### config.mk
export PLATFORM = sky130hd
export DESIGN_NAME = apu_ram
export DESIGN_NICKNAME = d
export VERILOG_FILES = /design/src/rtl/core/apu_ram.sv
export SDC_FILE = /design/constraint.sdc
export NUM_CORES = 1
export LEC_CHECK = 0
export BUFFER_PORTS_ARGS = -buffer_cell sky130_fd_sc_hd__buf_4
export CAP_MARGIN = 0
export CORE_ASPECT_RATIO = 0.7
export CORE_UTILIZATION = 47
export DETAILED_ROUTE_END_ITERATION = 12
export PLACE_DENSITY = 0.63
export SLEW_MARGIN = 10
export SYNTH_ARGS = -nofsm -noshare
export SYNTH_HDL_FRONTEND = slang
export SYNTH_SLANG_ARGS = --single-unit
### constraint.sdc
create_clock -name clk -period 3.3 [get_ports clk]
set_clock_uncertainty 0.05 [all_clocks]
set_input_delay 0.495 -clock clk [delete_from_list [all_inputs] [get_ports clk]]
set_output_delay 0.495 -clock clk [all_outputs]
set_load 0.05 [all_outputs]
### src/rtl/core/apu_ram.sv
`timescale 1ns / 1ps
`default_nettype none
// ----------------------------------------------------------------------------
// apu_ram
// Generic single write, single read RAM with registered read data.
// ----------------------------------------------------------------------------
module apu_ram #(
	parameter int WIDTH = 16,
	parameter int DEPTH = 16
) (
	input  wire logic                     clk,
	input  wire logic                     we,
	input  wire logic [$clog2(DEPTH)-1:0] waddr,
	input  wire logic [WIDTH-1:0]         wdata,
	input  wire logic [$clog2(DEPTH)-1:0] raddr,
	output logic [WIDTH-1:0]              rdata
);
	logic [WIDTH-1:0] mem [DEPTH];

	always_ff @(posedge clk) begin
		if (we) begin
			mem[waddr] <= wdata;
		end
		rdata <= mem[raddr];
	end
endmodule
`default_nettype wire

After elaboration in Yosys (flattened, before gate mapping)
Memories as Yosys holds them, arrays and structs flattened. A register that Yosys moved wholly into a read port is not among the register bits. Index checks and enable logic that the tools add are counted.

Mux-type cells: 2.

Operators with widths (number): 1-bit 2-to-1 mux (2).

Memories: 1. Bits in registers: 0. RAM bits: 256. Input port bits: 26.

Memory list: mem (depth 16, bits a word 16, rd ports 1, clocked after Yosys merged registers in 1, write ports 1, RTL line 18) `logic [WIDTH-1:0] mem [DEPTH];`.

Longest topological paths before layout
Depth after elaboration: 2. Mapped depth: 5. Mapped depth without buffers: 3.

Least setup slack after synthesis
Ideal clock, no wire load.

Kind: in2reg. From: input waddr[2]. To: memory mem[0][0] (enable). Stages: 2. Path slack: 0.700 ns. Arrival: 2.141 ns. Data required time: 2.841 ns. Cell sequence: or3b_2 > nor3_1.

RTL lines: start, declared (RTL line 13) `input wire logic [$clog2(DEPTH)-1:0] waddr,`; end, declared (RTL line 18).

No word-level cell before the write port.

Final worst setup path
From: input waddr[2]. To: memory mem[1][2] (enable).

No word-level cell before the write port.

==> metrics.md <==
| Metric | Value |
|---|---|
| Top cells by count, synth | `edfxtp_1, mux4_2, a22oi_1, nand2_1, dfxtp_1` |
| NumNets Final | `approximately 530` |
| Diode count | `0` |
| Largest net degree at the start of global routing | `41` |
| Critical Path RT | `3380 ps` |
| Ys async rst share | `0%` |
| Clock latency on the worst-skew pair | `about 520 ps` |
| Max Transition Viols Final | `0` |
| Main synth FF type | `edfxtp_1` |
| Gr ovfl total | `0` |
| Core footprint | `around 21,000 sq um` |
| Sequential share of the synthesized area | `about 80%` |
| Setup Viol. Count Final | `0` |
| Routed vias/inst | `around 5.8` |
| Min-Delay Path Class | `in -> reg` |
| Worst Setup Start Kind | `input pin` |
| Mux contribution to synthesized area | `~15%` |
| Top cell type's share of synthesized area | `approximately three quarters` |
| Slew headroom | `30.55%` |
| DP Cell Count | `around 750` |
| Layout area overhead | `16.61%` |
| Final non-filler cell total | `800` |
| Slowest stage delay, CP | `810 ps` |
| EDFF count, synth | `~260` |
| Clock Tree Buf Depth | `3` |
| Synth Instances | `about 430` |
| Root Buffer | `clkbuf_16` |
| Synth Area in Adders | `0%` |
| Antenna viol nets, final | `0` |
| WS Path Type | `in -> reg` |
| Xor/xnor share of the synthesized area | `0%` |
| Hold_ws | `between 200 and 250 ps` |
| CP Max Fanout | `16` |
| First-pass GRT wire length | `30,340 um` |
| Top cell type by total area after synthesis | `edfxtp_1` |
| TritonRoute pass-1 iters | `4` |
| DRC Markers | `0` |
| Post-route setup TNS | `0 ps` |
| Flops & latches, synth | `272` |
| FMAX | `529.6 MHz` |
| Crit. Startpoint | `waddr[2]` |
| RSZ-0062 raised after global routing | `false` |
| # IOs | `42` |
| Synthesized area | `around 10,000 sq um` |
| Top cells by area, synth | `edfxtp_1, mux4_2, dfxtp_1` |
| Number of global-route vias before repair | `between 4,000 and 5,000` |
| Final Wtd Congestion | `between 0.7 and 0.8` |
| Syn_nets | `approximately 460` |
| CTS Buf Count | `25` |
| DPL Wire Length | `11,480 um` |
| CTS tree | `built` |
| Power Density | `~630 nW/um^2` |
| Post-CTS Setup Repair Bufs | `0` |
| Max IR drop VDD | `around 0.46 mV` |
| GRT Total Usage | `19.12%` |
| Fin crit period | `between 1500 and 2000 ps` |
| Type of destination of the critical path | `flop` |
| Clock slew at reported path FFs | `about 70 ps` |
| Synthesized area per cell | `around 23 sq um` |
| Main combinational cell family by area after synthesis | `multiplexers` |
| Die Area | `21,970 sq um` |
| Hold Fails Final Rpt | `0` |
| DR vias | `about 4,600` |
| Die W | `roughly 180 um` |
| Slew @ Worst Pin | `1041 ps` |
| MaxCap Viol Count | `0` |
| Clock sink total | `about 270` |
| Origin of the critical flop-to-flop path | `mem[1][0]` |
| WL per Instance | `~25 um` |
| Crit path cell chain | `buf_4 -> or3b_2 -> nor2_2` |
| Period utilization | `a little under three fifths` |
| Most common cell in the synthesized netlist | `edfxtp_1` |
| Initial antenna violation count | `0` |
| Hold buffers post-CTS | `0` |
| CP max stage cell | `nor2_2` |
| CP Data Arrival Time | `1970 ps` |
| Iter 0 DRT Violations | `around 380` |
| IO Port Bufs | `between 40 and 50` |
| Htree depth | `1` |
| Hold path start | `wdata[11]` |
| Synth warn | `0` |
| Simple-gate share of the synthesized area | `roughly 1.9%` |
| Die height | `about 120 um` |
| Layout cells sized above 1 | `about 34%` |
| Post-cts sizing count | `0` |
| Leakage | `3.838 nW` |
| Rows | `44` |
| Total wire length | `just over 20,000 um` |
| Status | `finished, final reports clean` |
| Compound-cell area share of the yosys netlist | `under 10%` |
| Starting Density | `48.14%` |
| Yosys cell types | `19` |
area by class of cell:
cell class / instances / area (sq um)
multi-input combinational: 139 / 1962
fill: 1535 / 9154
timing repair buffer: 67 / 528.0
clock inverter: 11 / 155.1
clock buffer: 35 / 713.2
sequential: 272 / 8008
tap: 276 / 345.3
flip-flops by register name, summed over array words and instances (netlist names):
name   count
rdata     16
mem      256
final timing paths:
check | end | slack, ps | cells past startpoint
worst min register to register | rdata[8] | 620 | 3
worst max-delay path | mem[1][2] | 1410 | 3
worst max register to register | rdata[0] | 1890 | 3
worst min-delay path | mem[10][11] | 210 | 1
critical path: cells and delay by family:
family	cells	cell delay (ps)
buffers and inverters	1	120
and+or+nand+nor	2	1340
routing by layer:
metal,global-route usage (%),vias to the layer above,wire length (um)
met1,29.62,2455,9342
met3,2.595,28,994
met5,0,-,0
met4,3.803,0,283
met2,29.34,138,9688
li1,-,1979,-
cells in the final DEF (no fill, tap or decap), types with 3 or more instances in the layout:
cell and n:
edfxtp_1 256, buf_4 65, mux4_2 54, a22oi_1 32, clkbuf_16 25, nand2_1 17, dfxtp_1 16, nor2_2 12
mux4_1 10, clkbuf_1 5, clkbuf_8 5, nor3_2 4, bufinv_16 4, clkinv_2 3, clkinv_1 3
per-stage QoR:
stage,util (%),power [mW],instance area [sq um],setup slack (ps)
2_1_floorplan,-,4.221,10040,699.9
3_3_place_gp,51.97,4.394,10840,817.0
3_5_place_dp,51.97,4.405,10840,827.3
4_1_cts,56.13,7.393,11710,1376
5_1_grt,56.13,7.540,11710,1320
6_report,56.13,7.338,11710,1412
logic make-up (layout without fill, tap and decap cells):
| logic type | count (synthesis) | after routing |
|---|---|---|
| AOI/OAI and AO/OA | 32 | 32 |
| DFF | 272 | 272 |
| buffers and inverters | 21 | 113 |
| and+or+nand+nor | 43 | 43 |
| muxes | 64 | 64 |
power by group:
group          internal, mW  total [mW]  switching [mW]
Combinational         0.167       0.442           0.275
Clock                  1.82        3.02            1.20
Sequential             3.86        3.88          0.0203
Total                  5.85        7.34            1.49
No activity file was read; power rests on OpenSTA's default activity.
