`config.mk`:
```
export PLATFORM = sky130hd
export DESIGN_NAME = apu_front_flat
export DESIGN_NICKNAME = d
export VERILOG_FILES = /design/src/rtl/core/apu_pkg.sv /design/src/rtl/core/apu_if.sv /design/src/rtl/core/apu_front.sv /design/src/flat_wrapper.sv
export SDC_FILE = /design/constraint.sdc
export NUM_CORES = 2
export LEC_CHECK = 0
export BUFFER_PORTS_ARGS = -buffer_cell sky130_fd_sc_hd__buf_2
export CORE_ASPECT_RATIO = 1.25
export CORE_UTILIZATION = 45
export DETAILED_ROUTE_END_ITERATION = 6
export GPL_TIMING_DRIVEN = 1
export PLACE_DENSITY_LB_ADDON = 0.15
export SYNTH_ARGS = -nofsm -noshare
export SYNTH_HDL_FRONTEND = slang
export SYNTH_SLANG_ARGS = --single-unit
```
`constraint.sdc`:
```
create_clock -name clk -period 8.2 [get_ports clk]
set_input_delay 0.82 -clock clk [delete_from_list [all_inputs] [get_ports clk]]
set_output_delay 0.82 -clock clk [all_outputs]
set_load 0.05 [all_outputs]
```
`src/rtl/core/apu_pkg.sv`:
```
`timescale 1ns / 1ps
`default_nettype none
// ----------------------------------------------------------------------------
// apu_pkg
// Shared constants and types of the admixture proportion update block.
// ----------------------------------------------------------------------------
package apu_pkg;
	localparam int CLUSTERS = 16;
	localparam int CW = $clog2(CLUSTERS);
	localparam int NW = $clog2(CLUSTERS + 1);
	localparam int IDXW = 4;
	localparam int CFG_W = 24;
	localparam logic [47:0] MAX48 = 48'hFFFF_FFFF_FFFF;
	localparam logic [35:0] MAX36 = 36'hF_FFFF_FFFF;

	typedef enum logic [0:0] {
		CFG_STEP_WEIGHT = 1'b0,
		CFG_LOCI_COUNT  = 1'b1
	} cfg_idx_t;

	localparam logic CMD_LOAD = 1'b0;
	localparam logic CMD_ROW  = 1'b1;

	// Row end job handed from front to back.
	typedef struct packed {
		logic [NW-1:0] count;
		logic [1:0]    geno;
		logic [35:0]   norm_a;
		logic [35:0]   norm_b;
	} row_job_t;

	typedef struct packed {
		logic [47:0] prop;
		logic [3:0]  cluster;
		logic        last;
		logic        zero;
	} res_word_t;

	typedef struct packed {
		logic        command;
		logic [3:0]  cluster_index;
		logic [15:0] allele_a_factor;
		logic [15:0] allele_b_factor;
		logic [31:0] prior_value;
		logic [1:0]  genotype;
		logic [47:0] old_proportion;
		logic [15:0] row_weight;
		logic        row_last;
	} in_word_t;
endpackage
`default_nettype wire

```
`src/rtl/core/apu_if.sv`:
```
`timescale 1ns / 1ps
`default_nettype none
// ----------------------------------------------------------------------------
// apu_in_if / apu_out_if
// Valid/ready channels for input and result words.
// ----------------------------------------------------------------------------
interface apu_in_if import apu_pkg::*; ();
	logic     valid;
	logic     ready;
	in_word_t data;
	modport source (output valid, output data, input ready);
	modport sink (input valid, input data, output ready);
endinterface

`default_nettype wire

```
`src/rtl/core/apu_front.sv`:
```
`timescale 1ns / 1ps
`default_nettype none
// ----------------------------------------------------------------------------
// apu_front
// Accept words, write tables and row buffers, accumulate norms, post jobs.
// ----------------------------------------------------------------------------
module apu_front import apu_pkg::*; (
	input  wire logic          clk,
	input  wire logic          arst_n,
	apu_in_if.sink             in_ch,
	input  wire logic          hold,
	output logic               tab_we,
	output logic               buf_we,
	output logic [CW-1:0]      waddr,
	output logic               job_valid,
	output row_job_t           job
);
	logic [35:0]   norm_a_q, norm_b_q;
	logic [NW-1:0] len_q;
	logic [15:0]   a_tab_q [CLUSTERS];
	logic [15:0]   b_tab_q [CLUSTERS];
	logic          acc;
	logic          in_range;
	logic [CW-1:0] k;
	logic [36:0]   sum_a, sum_b;
	logic [35:0]   na_n, nb_n;

	assign in_ch.ready = !hold;
	assign acc = in_ch.valid && in_ch.ready;
	assign in_range = {{(32-IDXW){1'b0}}, in_ch.data.cluster_index} < CLUSTERS;
	assign k = CW'(in_ch.data.cluster_index);
	assign waddr = k;
	assign tab_we = acc && in_ch.data.command == CMD_LOAD && in_range;
	assign buf_we = acc && in_ch.data.command == CMD_ROW && in_range;

	assign sum_a = {1'b0, norm_a_q} + 37'(a_tab_q[k] * in_ch.data.row_weight);
	assign sum_b = {1'b0, norm_b_q} + 37'(b_tab_q[k] * in_ch.data.row_weight);
	assign na_n = in_range ? (sum_a[36] ? MAX36 : sum_a[35:0]) : norm_a_q;
	assign nb_n = in_range ? (sum_b[36] ? MAX36 : sum_b[35:0]) : norm_b_q;

	always_ff @(posedge clk) begin
		if (tab_we) begin
			a_tab_q[k] <= in_ch.data.allele_a_factor;
			b_tab_q[k] <= in_ch.data.allele_b_factor;
		end
	end

	always_ff @(posedge clk or negedge arst_n) begin
		if (!arst_n) begin
			norm_a_q  <= '0;
			norm_b_q  <= '0;
			len_q     <= '0;
			job_valid <= 1'b0;
			job       <= '0;
		end else begin
			job_valid <= 1'b0;
			if (acc && in_ch.data.command == CMD_ROW) begin
				if (in_ch.data.row_last) begin
					job_valid   <= 1'b1;
					job.count   <= (len_q < NW'(CLUSTERS)) ? len_q + NW'(1) : len_q;
					job.geno    <= in_ch.data.genotype;
					job.norm_a  <= na_n;
					job.norm_b  <= nb_n;
					norm_a_q    <= '0;
					norm_b_q    <= '0;
					len_q       <= '0;
				end else begin
					norm_a_q <= na_n;
					norm_b_q <= nb_n;
					if (len_q < NW'(CLUSTERS)) begin
						len_q <= len_q + NW'(1);
					end
				end
			end
		end
	end
endmodule
`default_nettype wire

```
`src/flat_wrapper.sv`:
```
// flat-port wrapper written by rule: the top's interface ports become plain ports
module apu_front_flat import apu_pkg::*;
  (clk, arst_n, hold, tab_we, buf_we, waddr, job_valid, job, in_ch_valid, in_ch_data, in_ch_ready);
  apu_in_if in_ch_i ();
  input  wire logic clk;
  input  wire logic arst_n;
  input  wire logic hold;
  output logic tab_we;
  output logic buf_we;
  output logic [CW-1:0] waddr;
  output logic job_valid;
  output row_job_t job;
  input wire logic [$bits(in_ch_i.valid)-1:0] in_ch_valid;
  input wire logic [$bits(in_ch_i.data)-1:0] in_ch_data;
  output wire logic [$bits(in_ch_i.ready)-1:0] in_ch_ready;
  assign in_ch_i.valid = in_ch_valid;
  assign in_ch_i.data = in_ch_data;
  assign in_ch_ready = in_ch_i.ready;
  apu_front u_core (.clk(clk), .arst_n(arst_n), .in_ch(in_ch_i), .hold(hold), .tab_we(tab_we), .buf_we(buf_we), .waddr(waddr), .job_valid(job_valid), .job(job));
endmodule
```
* After elaboration in Yosys (flattened, before gate mapping) *
Memory sizes are Yosys's and may differ from the RTL's.
Cells that the tools add are included.

word-level totals
  flip-flop bits (word level) = 157
  RAM bits = 512
  input port bits = 140
  output and inout port bits = 87
  logic and storage cells = 32
  memories = 2

operators by class
  add/sub/neg operators = 3
  $mul = 2
  $lt $le $gt $ge = 1
  multiplexer cells = 10
  bitwise operators = 1
  reduce and logical (&&, ||, !) cells = 5

memories
  name            words  bits a word  rd ports  clocked after Yosys merged registers in  wr ports  line             source
  u_core.a_tab_q  16     16           1         0                                        1         apu_front.sv:20  logic [15:0] a_tab_q [CLUSTERS];
  u_core.b_tab_q  16     16           1         0                                        1         apu_front.sv:21  logic [15:0] b_tab_q [CLUSTERS];

operators by type and width
  kind                   count
  $mux W36               4
  $add A36 B32 Y37       2
  $mul A16 B16 Y32       2
  $mux W5                2
  $add A5 B1 Y5 const B  1
  $lt A5 B5 Y1 const B   1
  $mux W1                4
  $logic_and A1 B1 Y1    3
  $reduce_and A2 Y1      1
  $logic_not A1 Y1       1
  $not A1 Y1             1

* Longest topological paths before layout *
  depth in word-level cells = 5
  mapped depth = 31
  gate-level depth less buffers = 25

* Worst setup path after synthesis *
Ideal clock, no wire load.

  path type = input -> register
  start point = input in_ch_data[131]
  end point = register u_core.norm_a_q[31]
  library setup time = 0.164 ns
  arrival = 8.095 ns
  required time = 8.036 ns
  slack = -0.059 ns
  stages = 26
  buffers on the path = 4
  cells stage by stage = clkbuf_1 > buf_1 > mux4_2 > mux4_2 > buf_2 > and2_1 > fa_1 > inv_1 > fa_1 > fa_1 > fa_1 > inv_1 > fa_1 > inv_1 > fa_1 > inv_1 > ha_1 > a2111oi_0 > a22oi_1 > a21oi_2 > o31a_1 > nor2_1 > a311o_1 > buf_2 > a21oi_1 > a21oi_1

on the way
  cells in the longest elaborated chain, start to end = 5

ends and longest elaborated chain
  item                  line                source
  from (decl)           flat_wrapper.sv:14  input wire logic [$bits(in_ch_i.data)-1:0] in_ch_data;
  $mem_v2 Z16 W16       n/a
  $mul A16 B16 Y32      apu_front.sv:36     assign sum_a = {1'b0, norm_a_q} + 37'(a_tab_q[k] * in_ch.data.row_weight);
  $add A36 B32 Y37      apu_front.sv:36
  $mux W36              apu_front.sv:38     assign na_n = in_range ? (sum_a[36] ? MAX36 : sum_a[35:0]) : norm_a_q;
  $mux W36              apu_front.sv:58     if (in_ch.data.row_last) begin
  to (signal assigned)  apu_front.sv:68     norm_a_q <= na_n;
  to (decl)             apu_front.sv:18     logic [35:0] norm_a_q, norm_b_q;

No other way between the ends.
A chain may end at the register's enable or synchronous reset.

* Final worst setup path *
  start point = input in_ch_data[131]
  end point = register u_core.norm_a_q[14]

Same word-level chain as after synthesis.

==> run summary <==
The instance count after placement with tap cells included came out at approximately 5300. The data required time of the critical path came out at 8.68 ns. The number of standard cells after synthesis is ~3700. The count of different cell masters after synthesis is about 70.

The detail route stage leaves a number of antenna-violating nets equal to 0. The sequential standard cell area is between 0.015 and 0.02 mm^2. The worst setup path is launched from an input pin. Hold repair after CTS inserted 0 buffers.

The combined global-route utilization of all metal layers came out at 22.7%. The final wirelength is approximately 110 mm. When the netlist entered floorplanning its net count stood at between 4000 and 5000. On the critical path the largest part of the delay comes from adder cells. The count of port buffers added during placement is around 150.

The sequential cell area fraction in the yosys report came out at between 40% and 50%. The post-synthesis async set-or-reset flop share came out at around a quarter. The number of CTS-inserted buffers came out at 72. The synthesized cell area is 0.0451 mm^2. The H-tree level count is 3. Adding up every negative setup slack in the final design gives 0 ns. After global routing, the most crowded layer is met2. For this design, the sink count on the clock tree is between 600 and 700. The largest fanout on the critical path came out at 14. The I/O pin count is approximately 230. The number of warnings printed during yosys synthesis is 0.

The slowest stage of the critical path is the sky130_fd_sc_hd__mux4_2 cell. The met2 global-route usage came out at between 40% and 50%. In the final layout, the multi-input gates occupy around 0.022 mm^2. Excluding fillers, the count of instances in the completed layout stands at 5409. Counting both buffers and inverters, the worst setup path holds a total of 8. Relative to the synthesized area, the layout overhead comes to 15.3%. The max-slew violation count is 0. The share of layout cells above drive strength 1 came out at around 18%. The clock-pin slew on the worst setup and hold paths came out at ~0.070 ns. The most common flop cell mapped by yosys is sky130_fd_sc_hd__edfxtp_1. The worst setup path is captured at a flop. Setup repair after global routing left no endpoint under its margin. The achievable frequency came out at 0.127 GHz. The via count of the first global-routing pass came out at between 30000 and 40000. The number of buffers inserted by post-CTS setup repair is 0. The worst endpoint data arrival time is 8.35 ns.

Summing over every cut layer, the via total after detailed routing is around 28000. The first-pass iteration count of the detailed router is 6. The critical path starts at in_ch_data[131]. The filler cells instantiated in the layout total 8684. The HPWL after detailed placement is 79.7 mm. The DRC violations left came out at 0. For the finished layout, the period the worst path requires is between 7 and 8 ns. The worst-skew pair later-pin latency came out at around 0.66 ns. The count of endpoints failing setup in the final report came out at 0. In the finished design, the share of the clock period the worst path needs comes to 96.0%. For met1 alone, demand over resource in global routing was ~29%. The number of standard-cell rows in the floorplan came out at between 100 and 150. After detailed routing, the number of vias per cell comes to about 5.2. The hold violation total from the final report came out at 0.

The first routing iteration left approximately 1500 violations. The total die area is 0.101 mm^2. The core region is 0.0991 mm^2.

Gates resized during post-CTS repair numbered 0. The critical path in this run is classified as input pin to flop. The run finished with clean final reports. Clock tree synthesis selected as its root buffer the cell sky130_fd_sc_hd__clkbuf_16. Global routing used under 10% of the available met3 tracks. The number of antenna violations at the first check in global routing came out at 9. TritonCTS built the clock tree. Between clock sinks in the finished design, the worst skew comes to approximately 0.029 ns.

The global-route congestion overflow total came out at 0. The total of max-cap violations is 0. The largest stage delay on the critical path is slightly below 0.7 ns. The transition time at the pin with the least slew margin came out at 0.881 ns. The average footprint of a synthesized cell came out at about 12 um^2. The first-pass GRT wire length came out at 175 mm. The beginning of the worst register-to-register path is u_core.a_tab_q[7][5]$_DFFE_PP_. From left edge to right edge, the die measures between 200 and 300 um. The height of the die is approximately 360 um. The worst slew margin relative to its limit is approximately two fifths. The number of enable-type register cells in the synthesized netlist came out at 512. The post-layout net count is just under 5000. The routed length per instance is 20.5 um. The worst-case clock buffer depth is 3. The pin count of the biggest net entering global routing came out at between 90 and 100. The congestion estimate from routability-driven global placement came to about 0.86. The initial cell density of the core is 45.5%.

The final standard cell utilization of the core came out at 52.4%. The number of flip-flops and latches in the synthesized netlist is roughly 670. The worst hold path belongs to the class input pin to async pin. The cell seen most often among critical-path stages is sky130_fd_sc_hd__fa_1.
-- flip-flops by register name (all words and copies together), names as in the netlist --
name / cells
u_core.job_valid: 1
u_core.a_tab_q: 256
u_core.norm_b_q: 36
u_core.b_tab_q: 256
u_core.norm_a_q: 36
u_core.len_q: 5
u_core.job: 79
-- routing by layer --
| metal | wire length (um) | part of all wire, % |
|---|---|---|
| met5 | 110 | 0.099 |
| met4 | 2520 | 2.3 |
| met3 | 4470 | 4.0 |
| met2 | 57200 | 52 |
| met1 | 46500 | 42 |
-- logic make-up (layout without fill, tap and decap cells) --
group / Yosys count / in the layout / share of synthesized area, %
fa+ha+maj: 673 / 673 / 26.2
buf+inv: 891 / 1280 / 7.66
compound gates: 384 / 384 / 5.24
flops: 669 / 669 / 42.8
mux: 163 / 163 / 8.07
xor+xnor: 52 / 52 / 1.01
other cells: 0 / 2 / 0
simple gates: 876 / 876 / 9.00
-- synthesized netlist by cell type (10+ instances only) --
library cell | count | area share (%)
sky130_fd_sc_hd__xor2_1 | 19 | 0.37
sky130_fd_sc_hd__o21ai_1 | 51 | 0.57
sky130_fd_sc_hd__buf_2 | 55 | 0.61
sky130_fd_sc_hd__a31oi_1 | 18 | 0.25
sky130_fd_sc_hd__fa_1 | 452 | 20
sky130_fd_sc_hd__nor2_1 | 124 | 1.0
sky130_fd_sc_hd__o31ai_1 | 10 | 0.17
sky130_fd_sc_hd__xnor2_1 | 33 | 0.64
sky130_fd_sc_hd__and2_1 | 229 | 3.2
sky130_fd_sc_hd__a21o_1 | 31 | 0.52
sky130_fd_sc_hd__dfrtp_1 | 157 | 8.7
sky130_fd_sc_hd__inv_1 | 706 | 5.9
sky130_fd_sc_hd__o21ai_0 | 95 | 1.1
sky130_fd_sc_hd__nand3_1 | 19 | 0.21
sky130_fd_sc_hd__nand2b_1 | 13 | 0.18
sky130_fd_sc_hd__o22ai_1 | 33 | 0.46
sky130_fd_sc_hd__ha_1 | 221 | 6.1
sky130_fd_sc_hd__mux4_2 | 160 | 8.0
sky130_fd_sc_hd__clkbuf_1 | 117 | 0.97
sky130_fd_sc_hd__a21oi_1 | 79 | 0.88
sky130_fd_sc_hd__nand4_1 | 15 | 0.21
sky130_fd_sc_hd__nand2_1 | 437 | 3.6
sky130_fd_sc_hd__edfxtp_1 | 512 | 34
-- layout by cell type (no fill, tap or decap), types with 7 or more instances in the layout --
master,count
sky130_fd_sc_hd__inv_1,705
sky130_fd_sc_hd__edfxtp_1,512
sky130_fd_sc_hd__fa_1,452
sky130_fd_sc_hd__nand2_1,436
sky130_fd_sc_hd__buf_4,275
sky130_fd_sc_hd__and2_1,229
sky130_fd_sc_hd__ha_1,221
sky130_fd_sc_hd__mux4_2,160
sky130_fd_sc_hd__dfrtp_1,157
sky130_fd_sc_hd__buf_2,142
sky130_fd_sc_hd__nor2_1,112
sky130_fd_sc_hd__o21ai_0,95
sky130_fd_sc_hd__a21oi_1,79
sky130_fd_sc_hd__clkbuf_16,73
sky130_fd_sc_hd__o21ai_1,51
sky130_fd_sc_hd__xnor2_1,33
sky130_fd_sc_hd__o22ai_1,33
sky130_fd_sc_hd__a21o_1,31
sky130_fd_sc_hd__buf_12,25
sky130_fd_sc_hd__xor2_1,19
sky130_fd_sc_hd__nand3_1,18
sky130_fd_sc_hd__a31oi_1,18
sky130_fd_sc_hd__nand4_1,15
sky130_fd_sc_hd__bufinv_16,15
sky130_fd_sc_hd__nor2_4,12
sky130_fd_sc_hd__nand2b_1,12
sky130_fd_sc_hd__clkinv_1,11
sky130_fd_sc_hd__o31ai_1,10
sky130_fd_sc_hd__o21a_1,9
sky130_fd_sc_hd__a211oi_1,9
sky130_fd_sc_hd__clkbuf_1,8
sky130_fd_sc_hd__or3_1,7
sky130_fd_sc_hd__clkinv_2,7
-- per-stage QoR --
stage	setup slack, ns	hold WS [ns]	instance area (um^2)
after floorplan	0.0378	0.449	45100
after global placement	-0.305	0.453	49400
after detailed placement	-0.397	0.461	49400
after CTS	0.281	0.0763	52000
after global routing	0.0115	0.114	52000
final	0.326	0.101	52000
-- final cells by class --
| type | count | share of cell area (%) |
|---|---|---|
| Timing Repair Buffer | 445 | 6.37 |
| Sequential cell | 669 | 37.1 |
| Tap cell | 1310 | 3.15 |
| Clock buffer | 81 | 3.57 |
| Antenna cell | 2 | 0.00963 |
| Clock inverter | 47 | 1.42 |
| Inverter | 707 | 5.11 |
| Multi-Input combinational cell | 2148 | 43.2 |
-- final timing paths --
kind / end / slack (ns) / cells after the start
max in group asynchronous: u_core.norm_b_q[33]$_DFFE_PN0P_ / 6.91 / 2
worst min register to register: u_core.job[45]$_DFFE_PN0P_ / 0.47 / 2
min in group clk: u_core.job[72]$_DFFE_PN0P_ / 0.36 / 3
worst max-delay path: u_core.norm_a_q[14]$_DFFE_PN0P_ / 0.33 / 26
worst min-delay path: u_core.norm_a_q[25]$_DFFE_PN0P_ / 0.10 / 1
worst max register to register: u_core.norm_a_q[14]$_DFFE_PN0P_ / 0.61 / 24
Power is left out: the tool's default activity adds up to more than one toggle a clock period on the data nets, which glitch-free logic cannot reach.
